File: config.mk
export PLATFORM = sky130hd
export DESIGN_NAME = fpl_ctrl
export DESIGN_NICKNAME = d
export VERILOG_FILES = /design/src/rtl/fpl_pkg.sv /design/src/rtl/fpl_ctrl.sv
export SDC_FILE = /design/constraint.sdc
export NUM_CORES = 1
export LEC_CHECK = 0
export BUFFER_PORTS_ARGS = -buffer_cell sky130_fd_sc_hd__buf_4
export CAP_MARGIN = 25
export CORE_AREA = 2 2 39 41
export CTS_CLUSTER_SIZE = 40
export DETAILED_ROUTE_END_ITERATION = 10
export DIE_AREA = 0 0 41 43
export HOLD_SLACK_MARGIN = 0.1
export PLACE_DENSITY = 0.33
export SKIP_LAST_GASP = 1
export SLEW_MARGIN = 25
export SYNTH_ARGS = -nofsm -noshare
export SYNTH_HDL_FRONTEND = slang
export SYNTH_SLANG_ARGS = --single-unit
File: constraint.sdc
create_clock -name clk -period 3.68 [get_ports clk]
set_clock_uncertainty 0.1 [all_clocks]
set_input_delay 0 -clock clk [delete_from_list [all_inputs] [get_ports clk]]
set_output_delay 0 -clock clk [all_outputs]
set_load 0.02 [all_outputs]
File: src/rtl/fpl_pkg.sv
// shared constants, codes and control structs for the fault persistence logger
`timescale 1ns / 1ps
package fpl_pkg;

	localparam int NUM_IDS_DEF = 64;

	localparam int ACT_W   = 3;
	localparam int ID_W    = 6;
	localparam int TIME_W  = 64;
	localparam int SEV_W   = 4;
	localparam int DELAY_W = 32;

	typedef enum logic [ACT_W-1:0] {
		ACT_PERSIST_ACTIVE   = 3'd0,
		ACT_PERSIST_INACTIVE = 3'd1,
		ACT_DIRECT           = 3'd2,
		ACT_CLEAR_ALL        = 3'd3,
		ACT_READ             = 3'd4,
		ACT_SET_ENTRY        = 3'd5
	} action_t;

	// controller to datapath
	typedef struct packed {
		logic capture;
		logic commit;
		logic walk;
	} cmd_t;

	// datapath to controller
	typedef struct packed {
		logic out_free;
		logic clear_item;
		logic walk_last;
	} status_t;

endpackage

File: src/rtl/fpl_ctrl.sv
// controller state machine: item accept, evaluation and table clearing walk
`timescale 1ns / 1ps
module fpl_ctrl (
	input  logic             clk,
	input  logic             arst_n,
	input  logic             in_valid,
	output logic             in_stall,
	input  fpl_pkg::status_t status,
	output fpl_pkg::cmd_t    cmd
);

	typedef enum logic [2:0] {
		ST_IDLE  = 3'b001,
		ST_EVAL  = 3'b010,
		ST_CLEAR = 3'b100
	} state_t;

	state_t state_q;
	state_t state_d;

	always_comb begin
		state_d     = state_q;
		cmd.capture = 1'b0;
		cmd.commit  = 1'b0;
		cmd.walk    = 1'b0;
		in_stall    = 1'b1;
		unique case (state_q)
			ST_IDLE: begin
				in_stall = 1'b0;
				if (in_valid) begin
					cmd.capture = 1'b1;
					state_d     = ST_EVAL;
				end
			end
			ST_EVAL: begin
				// hold until the result register can take the new result
				if (status.out_free) begin
					cmd.commit = 1'b1;
					state_d    = status.clear_item ? ST_CLEAR : ST_IDLE;
				end
			end
			ST_CLEAR: begin
				cmd.walk = 1'b1;
				if (status.walk_last) begin
					state_d = ST_IDLE;
				end
			end
			default: begin
				state_d = ST_IDLE;
			end
		endcase
	end

	// reset starts with a walk so the time tables come up zeroed
	always_ff @(posedge clk or negedge arst_n) begin
		if (!arst_n) begin
			state_q <= ST_CLEAR;
		end else begin
			state_q <= state_d;
		end
	end

endmodule

==> impl_metrics.tcl, run 1 <==
set metrics [dict create \
    fp.dieW_um 41 \
    cts_made_buffers 3 \
    power_density_nw_per_um2 593 \
    grtUsageMet3_pct 3.14 \
    yosys.cell_types.count 15 \
    synth_top_area_share_pct 27.8 \
    grtUsageMet2_pct 10.9 \
    synth_edf_count 0 \
    grt_pass1_vias 206 \
    clk_pin_slew_worst_paths_ps 40 \
    hpwl_um 365 \
    max-clock-path-buffers 2 \
    start_util_pct 13.0 \
    worstSetupStartpointType "register" \
    ys.warnings.count 0 \
    clock_power_share_pct 26.2 \
    crit_arrival_ps 1900 \
    grt_busiest_layer "met2" \
    seqPwrFrac_pct 28.1 \
    cpPeakStageDelay_ps 560 \
    rsz0062_at_grt "false" \
    cp_data_required_time_ps 3690 \
    io_buffers 9 \
    fin_nets 47 \
    vias 213 \
    fin_crit_ps 1890 \
    synthTopCellsByArea "dfrtp_1 (28%), dfstp_2 (15%), or3b_1 (9.7%), nor3b_1 (8.3%), a21oi_1 (5.6%)" \
    top_regs "state_q (3)" \
    avgViaCountPerCell 3.80 \
    startpoint "state_q[2]" \
    end_kind "register" \
    syn_nets 25 \
    dpl_cell_area_um2 268 \
    die_y_um 43 \
    p_int_uw 143 \
    grtUsageMet1_pct 8.06 \
    criticalPathCategory "reg -> reg" \
    drtAntennaViolNets 0 \
    die_area_um2 1760 \
    grt_pass1_wl_um 834 \
    hold_violations 0 \
    ys_ff_latch 3 \
    wirelength_um 520 \
    rows 14 \
    area_growth_pct 108 \
    drcViolationCount 0 \
    max_slew_margin_pct 85.2 \
    ir_worst_vdd_v 0.000202 \
    grt_overflow_total 0 \
    synth_ff_type "dfrtp_1" \
    yosys.area.top_type "dfrtp_1" \
    design_area_um2 374 \
    cap_viol_max_count 0 \
    syn_area_per_cell_um2 9.48 \
    p_leak_nw 0.167 \
    clock_latency_ps 230 \
    largest_reg_flops 3 \
    regMostFlops "state_q" \
    max_clock_freq_ghz 0.530 \
    fin_crit_sh_pct 51.3 \
    drive_above_1_share_pct 35.0 \
    cts_resized 0 \
    cts_tree "built" \
    path_max_fanout 6 \
    min-delay-path-class "in -> async" \
    status "finished, final reports clean" \
    switching_share_pct 35.7 \
    synth_cells 19 \
    grt_start_max_net_pins 9 \
    antenna_found_initial 0 \
    core-area_um2 1380 \
    final-max-slew-violation-count 0 \
    p_comb_share_pct 45.7 \
    diodes 0 \
    drt_iter0_drc 5 \
    grt_use_total_pct 7.24 \
    critical_path.cell_chain "or3b_1, o21ai_1, a21oi_1, dlygate4sd3_1" \
    gp_congestion 0.635 \
    io_pins 10 \
    cp_slowest_cell "dfstp_2" \
    synthArstFlopShare_pct 100 \
    worst_slew_pin_slew_ps 222 \
    wl_per_cell_um 9.29 \
    setup-tns-final_ps 0 \
    timing.rr.start "state_q[2]" \
    finalNonFillerCells 56 \
    yosys-top-cells-count "a21oi_1 (2), dfrtp_1 (2), nor3b_1 (2), or3b_1 (2)" \
    dr.pass1.iters 4 \
    yosysSeqAreaShare_pct 42.4 \
    setup-violations-final 0 \
    syn_area_um2 180 \
    dp.cells 44 \
    post-route-util_pct 27.0 \
    cts_sinks 3 \
    htreeDepth 1 \
    p_switching_uw 79.1 \
    cts-root-buf "clkbuf_4" \
]
[cells in the final DEF, fill, tap and decap left out, drive strengths merged]
cell type | netlist | layout
buf | 0 | 9
dlygate4sd3 | 0 | 8
clkbuf | 0 | 4
a21oi | 3 | 3
nor3b | 2 | 2
or3b | 2 | 2
dfrtp | 2 | 2
nor2 | 1 | 1
nand2 | 1 | 1
or2b | 1 | 1
and3 | 1 | 1
nand3b | 1 | 1
inv | 1 | 1
nor2b | 1 | 1
o21ai | 1 | 1
nand4b | 1 | 1
dfstp | 1 | 1
[final cells by class]
class	instances	area, um2
clock buffers	4	26.3
fillers	159	1010
inverters	1	3.75
multi-input cells	15	100
flip-flops and latches	3	76.3
well taps	16	20.0
repair buffers	17	148
[path summary, 6_finish.rpt]
| path | to | slack, ps | cells past startpoint |
|---|---|---|---|
| setup / recovery | state_q[0] | 1790 | 4 |
| max in group asynchronous | state_q[1] | 2810 | 3 |
| hold / removal | state_q[2] | 150 | 2 |
| min in group clk | cmd[2] | 260 | 3 |
| hold reg to reg | state_q[2] | 990 | 2 |
| setup reg to reg | state_q[0] | 1790 | 4 |
[what timing repair did]
item / CTS / global route
hold endpoints to repair: 6 / 0
setup buffers: 0 / 0
hold buffers: 8 / 0
[power by group through the flow]
stage                     sequential, mW  clock, mW  combinational, mW
after floorplan                   0.0578          0             0.0512
after global placement            0.0623          0             0.0832
after detailed placement          0.0626          0             0.0813
after CTS                         0.0621     0.0597              0.102
after global routing              0.0656     0.0639              0.112
final                             0.0623     0.0581              0.101
[per-layer routing]
layer	vias up	wire (um)
li1	110	-
met4	0	0
met1	91	209
met2	12	247
met3	0	64
met5	-	0
[cell families (layout without fill, tap and decap cells)]
| family | Yosys count | after routing | share of synthesized area, % |
|---|---|---|---|
| AO/OA/AOI/OAI | 4 | 4 | 13.2 |
| buffers and inverters | 1 | 22 | 2.08 |
| flip-flops | 3 | 3 | 42.4 |
| AND/OR/NAND/NOR | 11 | 11 | 42.4 |
[through the flow]
| stage | worst slack (ps) | total power, mW | hold WS, ps |
|---|---|---|---|
| after CTS | 1780 | 0.224 | 133 |
| after floorplan | 2410 | 0.109 | -396 |
| final | 1790 | 0.222 | 146 |
| after global routing | 1700 | 0.242 | 161 |
| after global placement | 2360 | 0.145 | -311 |
| after detailed placement | 2340 | 0.144 | -308 |
[critical path: cells and delay by family (launching register included)]
kind            cells  cell delay (ps)
compound gates      2              180
buf+inv             1              560
simple gates        1              370
flops               1              560
(Power assumes the default switching activity.)
==> run 2: changes to the inputs <==
--- a/config.mk
+++ b/config.mk
@@ -12,7 +12,7 @@
 export DETAILED_ROUTE_END_ITERATION = 10
 export DIE_AREA = 0 0 41 43
 export HOLD_SLACK_MARGIN = 0.1
-export PLACE_DENSITY = 0.33
+export PLACE_DENSITY = 0.34
 export SKIP_LAST_GASP = 1
 export SLEW_MARGIN = 25
 export SYNTH_ARGS = -nofsm -noshare
==> constraint.sdc (replaced) <==
create_clock -name clk -period 1.65 [get_ports clk]
set_clock_uncertainty 0.1 [all_clocks]
set_input_delay 0 -clock clk [delete_from_list [all_inputs] [get_ports clk]]
set_output_delay 0 -clock clk [all_outputs]
set_load 0.02 [all_outputs]
==> run 2 against run 1 <==
  * Non-clock buffer count decreased by 2
  * Worst hold slack got worse by 9.7 ps
  * Global-route usage increased by 0.11 points
  * Clock power rose by 120%
  * Die area unchanged
  * Power is 110% higher
==> impl_metrics.tcl, run 2 (same netlist as run 1, synthesis figures left out) <==
set metrics [dict create \
    status "finished, final reports clean" \
    grt_start_max_net_pins 9 \
    fin_ws_ps 252 \
    cp_slowest_cell "dfrtp_1" \
    dr.pass1.iters 2 \
    rows 14 \
    grt_pass1_vias 222 \
    power_density_nw_per_um2 1310 \
    clock_latency_ps 230 \
    cts_tree "built" \
    die_area_um2 1760 \
    cap_viol_max_count 0 \
    grt_overflow_total 0 \
    worstSetupStartpointType "register" \
    grt_busiest_layer "met2" \
    antenna_found_initial 0 \
    min-delay-path-class "in -> async" \
    cpPeakStageDelay_ps 430 \
    wl_per_cell_um 10.2 \
    max-clock-path-buffers 2 \
    diodes 0 \
    fin_nets 45 \
    cts_setup_buffers 0 \
    design_area_um2 354 \
    setup-tns-final_ps 0 \
    fin_crit_ps 1400 \
    vias 214 \
    cts-root-buf "clkbuf_4" \
    criticalPathCategory "reg -> out" \
    grtUsageMet3_pct 6.28 \
    fp.dieW_um 41 \
    final-max-slew-violation-count 0 \
    layout_common_cells "buf_4 (9), dlygate4sd3_1 (6), clkbuf_4 (3)" \
    max_clock_freq_ghz 0.715 \
    worst_slew_pin_slew_ps 210 \
    path_max_fanout 7 \
    io_buffers 9 \
    grtUsageMet2_pct 10.3 \
    clk_pin_slew_worst_paths_ps 40 \
    start_util_pct 13.0 \
    crit_arrival_ps 1300 \
    fin_crit_sh_pct 84.7 \
    end_kind "primary output" \
    dpl_cell_area_um2 268 \
    grtUsageMet1_pct 8.09 \
    htreeDepth 1 \
    largest_reg_flops 3 \
    hpwl_um 421 \
    max_slew_margin_pct 86.0 \
    crit_buf_inv 1 \
    critical_path.cell_chain "or2b_1, nor3b_1, buf_4" \
    mostFrequentLayoutCell "buf_4" \
    drt_iter0_drc 3 \
    cp_data_required_time_ps 1550 \
    gp_congestion 0.556 \
    drive_above_1_share_pct 36.8 \
    avgViaCountPerCell 3.96 \
    cts_made_buffers 3 \
    postCtsHoldBufs 6 \
    rsz0062_at_grt "false" \
    io_pins 10 \
    drtAntennaViolNets 0 \
    setup-violations-final 0 \
    grt_use_total_pct 7.34 \
    wirelength_um 552 \
    regMostFlops "state_q" \
    cts_resized 0 \
    area_growth_pct 96.5 \
    p_leak_nw 0.156 \
    place_worst_setup_slack_ps 310 \
    cp_top_family "simple AND/OR/NAND/NOR gates" \
    ir_worst_vdd_v 0.000506 \
    hold_violations 0 \
    grt_pass1_wl_um 862 \
    die_y_um 43 \
    top_regs "state_q (3)" \
    drcViolationCount 0 \
    cts_sinks 3 \
    core-area_um2 1380 \
]
==> run 2: through the flow <==
| step | hold slack, ps | util [%] | instances | power [mW] |
|---|---|---|---|---|
| 2_1_floorplan | -396 | - | 19 | 0.243 |
| 3_3_place_gp | -310 | 19.3 | 44 | 0.323 |
| 3_5_place_dp | -309 | 19.3 | 44 | 0.325 |
| 4_1_cts | 131 | 25.6 | 54 | 0.472 |
| 5_1_grt | 145 | 25.6 | 54 | 0.509 |
| 6_report | 136 | 25.6 | 54 | 0.463 |
==> run 2: final timing paths <==
kind | from | end | slack [ps] | depth (start not counted)
worst min-delay path | arst_n | state_q[2] | 140 | 2
min in group clk | state_q[0] | state_q[2] | 410 | 1
worst max-delay path | state_q[1] | cmd[1] | 250 | 3
max in group asynchronous | arst_n | state_q[1] | 790 | 3
worst max register to register | state_q[2] | state_q[0] | 300 | 3
worst min register to register | state_q[0] | state_q[2] | 410 | 1
==> run 2: area by class of cell <==
class,count,area [um2]
fill,162,1030
timing repair buffer,15,128
multi-input combinational,15,100
sequential,3,76.3
clock buffer,4,26.3
tap,16,20.0
inverter,1,3.75
==> run 2: layer usage <==
| metal | share of wire [%] | wire length (um) |
|---|---|---|
| met5 | 0 | 0 |
| met4 | 0 | 0 |
| met3 | 9.2 | 51 |
| met2 | 41 | 228 |
| met1 | 49 | 273 |
==> run 2: power by group <==
| group | leakage, nW | switching [mW] | internal [mW] |
|---|---|---|---|
| clock | 0.0150 | 0.0394 | 0.0907 |
| sequential | 0.0338 | 0.0403 | 0.0994 |
| combinational | 0.107 | 0.0952 | 0.0976 |
